--- config.mk ---
export PLATFORM = sky130hd
export DESIGN_NAME = rrw_ctrl
export DESIGN_NICKNAME = d
export VERILOG_FILES = /design/src/rtl/rrw_pkg.sv /design/src/rtl/rrw_ctrl.sv
export SDC_FILE = /design/constraint.sdc
export NUM_CORES = 1
export LEC_CHECK = 0
export BUFFER_PORTS_ARGS = -buffer_cell sky130_fd_sc_hd__buf_2
export CAP_MARGIN = 40
export CELL_PAD_IN_SITES_DETAIL_PLACEMENT = 0
export CELL_PAD_IN_SITES_GLOBAL_PLACEMENT = 2
export CORE_AREA = 2 2 39 41
export CTS_BUF_LIST = sky130_fd_sc_hd__clkbuf_2 sky130_fd_sc_hd__clkbuf_4 sky130_fd_sc_hd__clkbuf_8
export DETAILED_ROUTE_END_ITERATION = 12
export DIE_AREA = 0 0 41 43
export PLACE_DENSITY_LB_ADDON = 0.15
export SETUP_SLACK_MARGIN = 0.02
export SLEW_MARGIN = 25
export SYNTH_ARGS = -nofsm -noshare
export SYNTH_HDL_FRONTEND = slang
export SYNTH_SLANG_ARGS = --single-unit
--- constraint.sdc ---
create_clock -name clk -period 0.9 [get_ports clk]
set_input_delay 0.09 -clock clk [delete_from_list [all_inputs] [get_ports clk]]
set_output_delay 0.09 -clock clk [all_outputs]
set_load 0.01 [all_outputs]
--- src/rtl/rrw_pkg.sv ---
`timescale 1ns / 1ps

package rrw_pkg;

  localparam int SEQ_W   = 32;
  localparam int TAG_W   = 32;
  localparam int LEN_W   = 16;
  localparam int ENTRY_W = SEQ_W + TAG_W + LEN_W;
  localparam int WIN_W   = 7;

  typedef enum logic [1:0] {
    CMD_PUSH  = 2'd0,
    CMD_POP   = 2'd1,
    CMD_SKIP  = 2'd2,
    CMD_RESET = 2'd3
  } rrw_cmd_t;

  typedef enum logic [2:0] {
    ST_IDLE,
    ST_MOD_MUL,
    ST_MOD_FIX,
    ST_SCAN,
    ST_DONE
  } rrw_state_t;

  // Strobes from the controller to the datapath.
  typedef struct packed {
    logic exec;
    logic mod_mul;
    logic mod_fix;
    logic scan;
    logic load_out;
  } rrw_ctrl_t;

endpackage

--- src/rtl/rrw_ctrl.sv ---
`timescale 1ns / 1ps

module rrw_ctrl (
  input  logic              clk,
  input  logic              rst_n,
  input  logic              in_valid,
  output logic              in_ready,
  output logic              out_valid,
  input  logic              out_ready,
  input  logic              req_reset,
  output rrw_pkg::rrw_ctrl_t ctrl
);

  import rrw_pkg::*;

  rrw_state_t state_r, state_nxt;
  logic       out_valid_r, out_valid_nxt;

  always_ff @(posedge clk) begin
    if (!rst_n) begin
      state_r     <= ST_IDLE;
      out_valid_r <= 1'b0;
    end else begin
      state_r     <= state_nxt;
      out_valid_r <= out_valid_nxt;
    end
  end

  always_comb begin
    state_nxt     = state_r;
    out_valid_nxt = out_valid_r && !out_ready;
    ctrl          = '0;
    in_ready      = 1'b0;
    unique case (state_r)
      ST_IDLE: begin
        in_ready = 1'b1;
        if (in_valid) begin
          ctrl.exec = 1'b1;
          state_nxt = req_reset ? ST_MOD_MUL : ST_SCAN;
        end
      end
      ST_MOD_MUL: begin
        ctrl.mod_mul = 1'b1;
        state_nxt    = ST_MOD_FIX;
      end
      ST_MOD_FIX: begin
        ctrl.mod_fix = 1'b1;
        state_nxt    = ST_SCAN;
      end
      ST_SCAN: begin
        ctrl.scan = 1'b1;
        state_nxt = ST_DONE;
      end
      ST_DONE: begin
        // The result waits here until the output register is free.
        if (!out_valid_r || out_ready) begin
          ctrl.load_out = 1'b1;
          out_valid_nxt = 1'b1;
          state_nxt     = ST_IDLE;
        end
      end
      default: begin
        state_nxt = ST_IDLE;
      end
    endcase
  end

  assign out_valid = out_valid_r;

endmodule

# Word-level counts from Yosys, hierarchy flattened
# Cells that the tools add are included.
# word_totals
register_bits	4
wordCells	28
# classes
n_eq_ne	6
mux	14
n_reduce_logical	6
# op_table
op	n
$pmux 3 s5	1
$mux 1	10
$eq 3x2->1 const B	2
$mux 3	2
$ne 2x2->1 const B	2
$eq 3x1->1 const B	1
$eq 3x3->1 const B	1
$logic_not 3->1	1
$logic_not 1->1	2
$mux 2	1
$reduce_and 2->1	1
$logic_and 1x1->1	1
$logic_or 1x1->1	1

# Depth between registers and ports, before layout
# logic_depth
ltp_word	4
mapped_depth	2
ltp_nobuf	2

# Worst setup path after synthesis
# OpenSTA, ideal clock, no wires.
# synth_path
path_kind	reg2out
startpoint	register state_r[2]
endpoint	output ctrl[0] (netlist bit)
arrival_ns	0.964
required_time_ns	0.810
slack_ns	-0.154
stages_incl_launch_ff	3
path_buffers	0
cell_sequence	dfxtp_1 -> or3b_4 -> nor2b_1
# synth_rtl
element	line	text
start, declared	rrw_ctrl.sv:16	rrw_state_t state_r, state_nxt;
start signal, assigned	rrw_ctrl.sv:24	state_r <= state_nxt;
end, declared	rrw_ctrl.sv:11	output rrw_pkg::rrw_ctrl_t ctrl

==> summary.log <==
INFO  status         status=complete, but fails checks
INFO  status         violations=setup timing
INFO  global_route   global_route_wire_length_before_repair=876µm
INFO  timing         worst_slew_margin_rel=89.2%
INFO  synthesis      syn_area_per_cell=9.67µm²
INFO  global_route   aggregate_global_routing_overflow=0
INFO  synthesis      number_of_distinct_library_cell_variants_in_the_gate_level_netlist_after_synthesis=13
INFO  cts            cts_made_buffers=3
INFO  cts            cts_htree_levels=1
INFO  cells_and_area fill_cells=154
INFO  critical_path  worstPathRequired=810ps
INFO  critical_path  critical_path_arrival=1170ps
INFO  critical_path  r2r.worst_path.cells=5
INFO  cells_and_area drive_gt1_share=74.4%
INFO  floorplan      die_area=1760µm²
INFO  cts            clock_insertion_delay_worst_skew=240ps
INFO  cells_and_area layout.area.seq=83.8µm²
INFO  routing        number_of_drc_markers_after_the_initial_detailed_route_iteration=2
INFO  timing         grt_setup_unrepaired=yes
INFO  cts            cts.path.max_buffers=2
INFO  floorplan      core=1380µm²
INFO  synthesis      seq_area_frac_synth=37.6%
INFO  pwr            power_density=1390nW/µm²
INFO  cells_and_area final_core_util=30.3%
INFO  routing        vias=237
INFO  routing        first_pass_iters=2
INFO  timing         min_period=1260ps
INFO  cells_and_area total_area_of_multi_input_combinational_cells=161µm²
INFO  synthesis      mappedNetlistArea=213µm²
INFO  floorplan      dieWidth=41µm
INFO  routing        drc=0
INFO  timing         maxSlewViolCount=0
INFO  cells_and_area flow.area_growth_from_synthesis=97.1%
INFO  cells_and_area layout.cells.most_common=sky130_fd_sc_hd__buf_2
INFO  routing        route.detailed.wl_per_inst=8.93µm
INFO  routing        total_wirelength=527µm
INFO  global_route   initial_antenna_violation_count=0
INFO  global_route   grt.total_usage=8.04%
INFO  cells_and_area final_net_count=50
INFO  timing         post_route_fraction_of_the_period_consumed_by_the_critical_path=140%
INFO  floorplan      row_count=14
INFO  floorplan      die_height=43µm
INFO  cells_and_area antenna_cells=0
INFO  synthesis      syn-instance-count=22
INFO  synthesis      synth.area.top_cells=sky130_fd_sc_hd__dfxtp_1 (38%), sky130_fd_sc_hd__nand2b_1 (8.8%), sky130_fd_sc_hd__nor3b_1 (7.1%)
INFO  timing         hold_viol_final=0
INFO  placement      place.detailed.hpwl=408µm
INFO  timing         finClkSkew=9.75ps
INFO  critical_path  timing.critical_path.from_type=flop
INFO  timing         max_clock_freq=794MHz
INFO  critical_path  timing.critical_path.to_type=output port
INFO  timing         setup_violations=8
INFO  pwr            max-vdd-ir-drop=611µV
INFO  timing         timing_worst_slew_pin_value=160ps
INFO  timing         fin_ws=-360ps
INFO  worst_hold_path holdPathStages=2
INFO  routing        drtAntennaViolNets=0
INFO  synthesis      yosys.area.top_type=sky130_fd_sc_hd__dfxtp_1
INFO  cts            clock_sink_count=4
INFO  placement      io_buffer_count=11
INFO  floorplan      io_pins=12
INFO  pwr            power_leakage=0.000198µW
INFO  routing        viasPerCell=4.02
INFO  synthesis      synth-seq-cells=4
INFO  cts            cts_tree=built
INFO  placement      place.gp.congestion=0.668
INFO  placement      pre_cts_slack=-150ps
INFO  floorplan      floorplan.initialDensity=15.4%
INFO  flow_run       max_cap_violations=0
INFO  synthesis      synth.yosys.warnings=0
INFO  cells_and_area final_cell_mix=sky130_fd_sc_hd__buf_2 (9), sky130_fd_sc_hd__buf_6 (5), sky130_fd_sc_hd__buf_4 (4)
INFO  critical_path  worst-setup-path-type=flop to output port
INFO  synthesis      syn_nets=27
INFO  cts            clockRootBuffer=sky130_fd_sc_hd__clkbuf_4
INFO  global_route   first_global_vias=203
INFO  global_route   pin_count_of_the_biggest_net_entering_global_routing=8
INFO  synthesis      post-synth-top-area-fraction=37.6%
INFO  cts            clk_transition_reported_paths=40ps
INFO  critical_path  critPathMaxFanout=2
INFO  worst_hold_path worst_hold_path_type=input pin to flop
## synth_stat cells
cell type                   count
sky130_fd_sc_hd__dfxtp_1        4
sky130_fd_sc_hd__nand2b_1       3
sky130_fd_sc_hd__and2_1         2
sky130_fd_sc_hd__nor2_1         2
sky130_fd_sc_hd__nor3_1         2
sky130_fd_sc_hd__nor3b_1        2
sky130_fd_sc_hd__a211oi_1       1
sky130_fd_sc_hd__a21boi_2       1
sky130_fd_sc_hd__and3b_2        1
sky130_fd_sc_hd__nand3b_1       1
sky130_fd_sc_hd__nor2b_1        1
sky130_fd_sc_hd__o2bb2ai_2      1
sky130_fd_sc_hd__or3b_4         1
## logic make-up (layout without fill, tap and decap cells)
| logic type | after synthesis | after routing | share of synthesized area [%] |
|---|---|---|---|
| simple gates | 15 | 15 | 46.5 |
| flops | 4 | 4 | 37.6 |
| compound gates | 3 | 3 | 15.9 |
| buf+inv | 0 | 21 | 0 |
## critical path, cell delays in order, from the launching register on
cell and delay, ps:
sky130_fd_sc_hd__dfxtp_2 320, sky130_fd_sc_hd__or3b_4 390, sky130_fd_sc_hd__nor2b_4 120, sky130_fd_sc_hd__buf_6 100
## per-layer routing
| layer | wire, µm | global-route usage (%) | vias up | share of wire [%] |
|---|---|---|---|---|
| met3 | 29 | 7.85 | 0 | 5.5 |
| met2 | 271 | 9.06 | 5 | 51 |
| li1 | - | - | 122 | - |
| met4 | 0 | 4.00 | 0 | 0 |
| met5 | 0 | 0 | - | 0 |
| met1 | 226 | 9.68 | 110 | 43 |
## state kept, by name, indices dropped and copies added (netlist names)
signal and count:
state_r 3, out_valid 1
## final timing paths
kind / from / end / slack, ps
max reg2reg: state_r[2] / state_r[2] / -320
max: state_r[2] / ctrl[0] / -360
min: rst_n / state_r[2] / 110
min reg2reg: out_valid / state_r[2] / 510
## timing repair
| action | in CTS | in global routing |
|---|---|---|
| hold buffers | 0 | 0 |
| buffers inserted | 3 | 1 |
| pin swaps | 2 | 2 |
| setup endpoints to repair | 8 | 9 |
| resized for setup | 6 | 2 |
## through the flow
stage	power [µW]	TNS, ps	area [µm²]	hold WS [ps]	cells
floorplan	272	-139	229	198	22
global placement	332	-229	327	347	52
detailed placement	333	-244	327	352	52
CTS	586	-1960	402	106	58
global route	626	-2510	419	118	59
finish	583	-2090	419	108	59
## final cells by class
class / count / share of cell area [%]
timing repair buffer: 18 / 31.3
multi-input combinational: 18 / 38.5
tap: 16 / 4.78
sequential: 4 / 20.0
clock buffer: 3 / 5.37
## report_power, final
group	total (µW)	switching [µW]	leakage [µW]	internal, µW
logic	158	70.4	0.000151	88.1
clock network	225	75.6	0.0000138	149
registers	200	7.09	0.0000338	192
No activity file was read; power rests on OpenSTA's default activity.
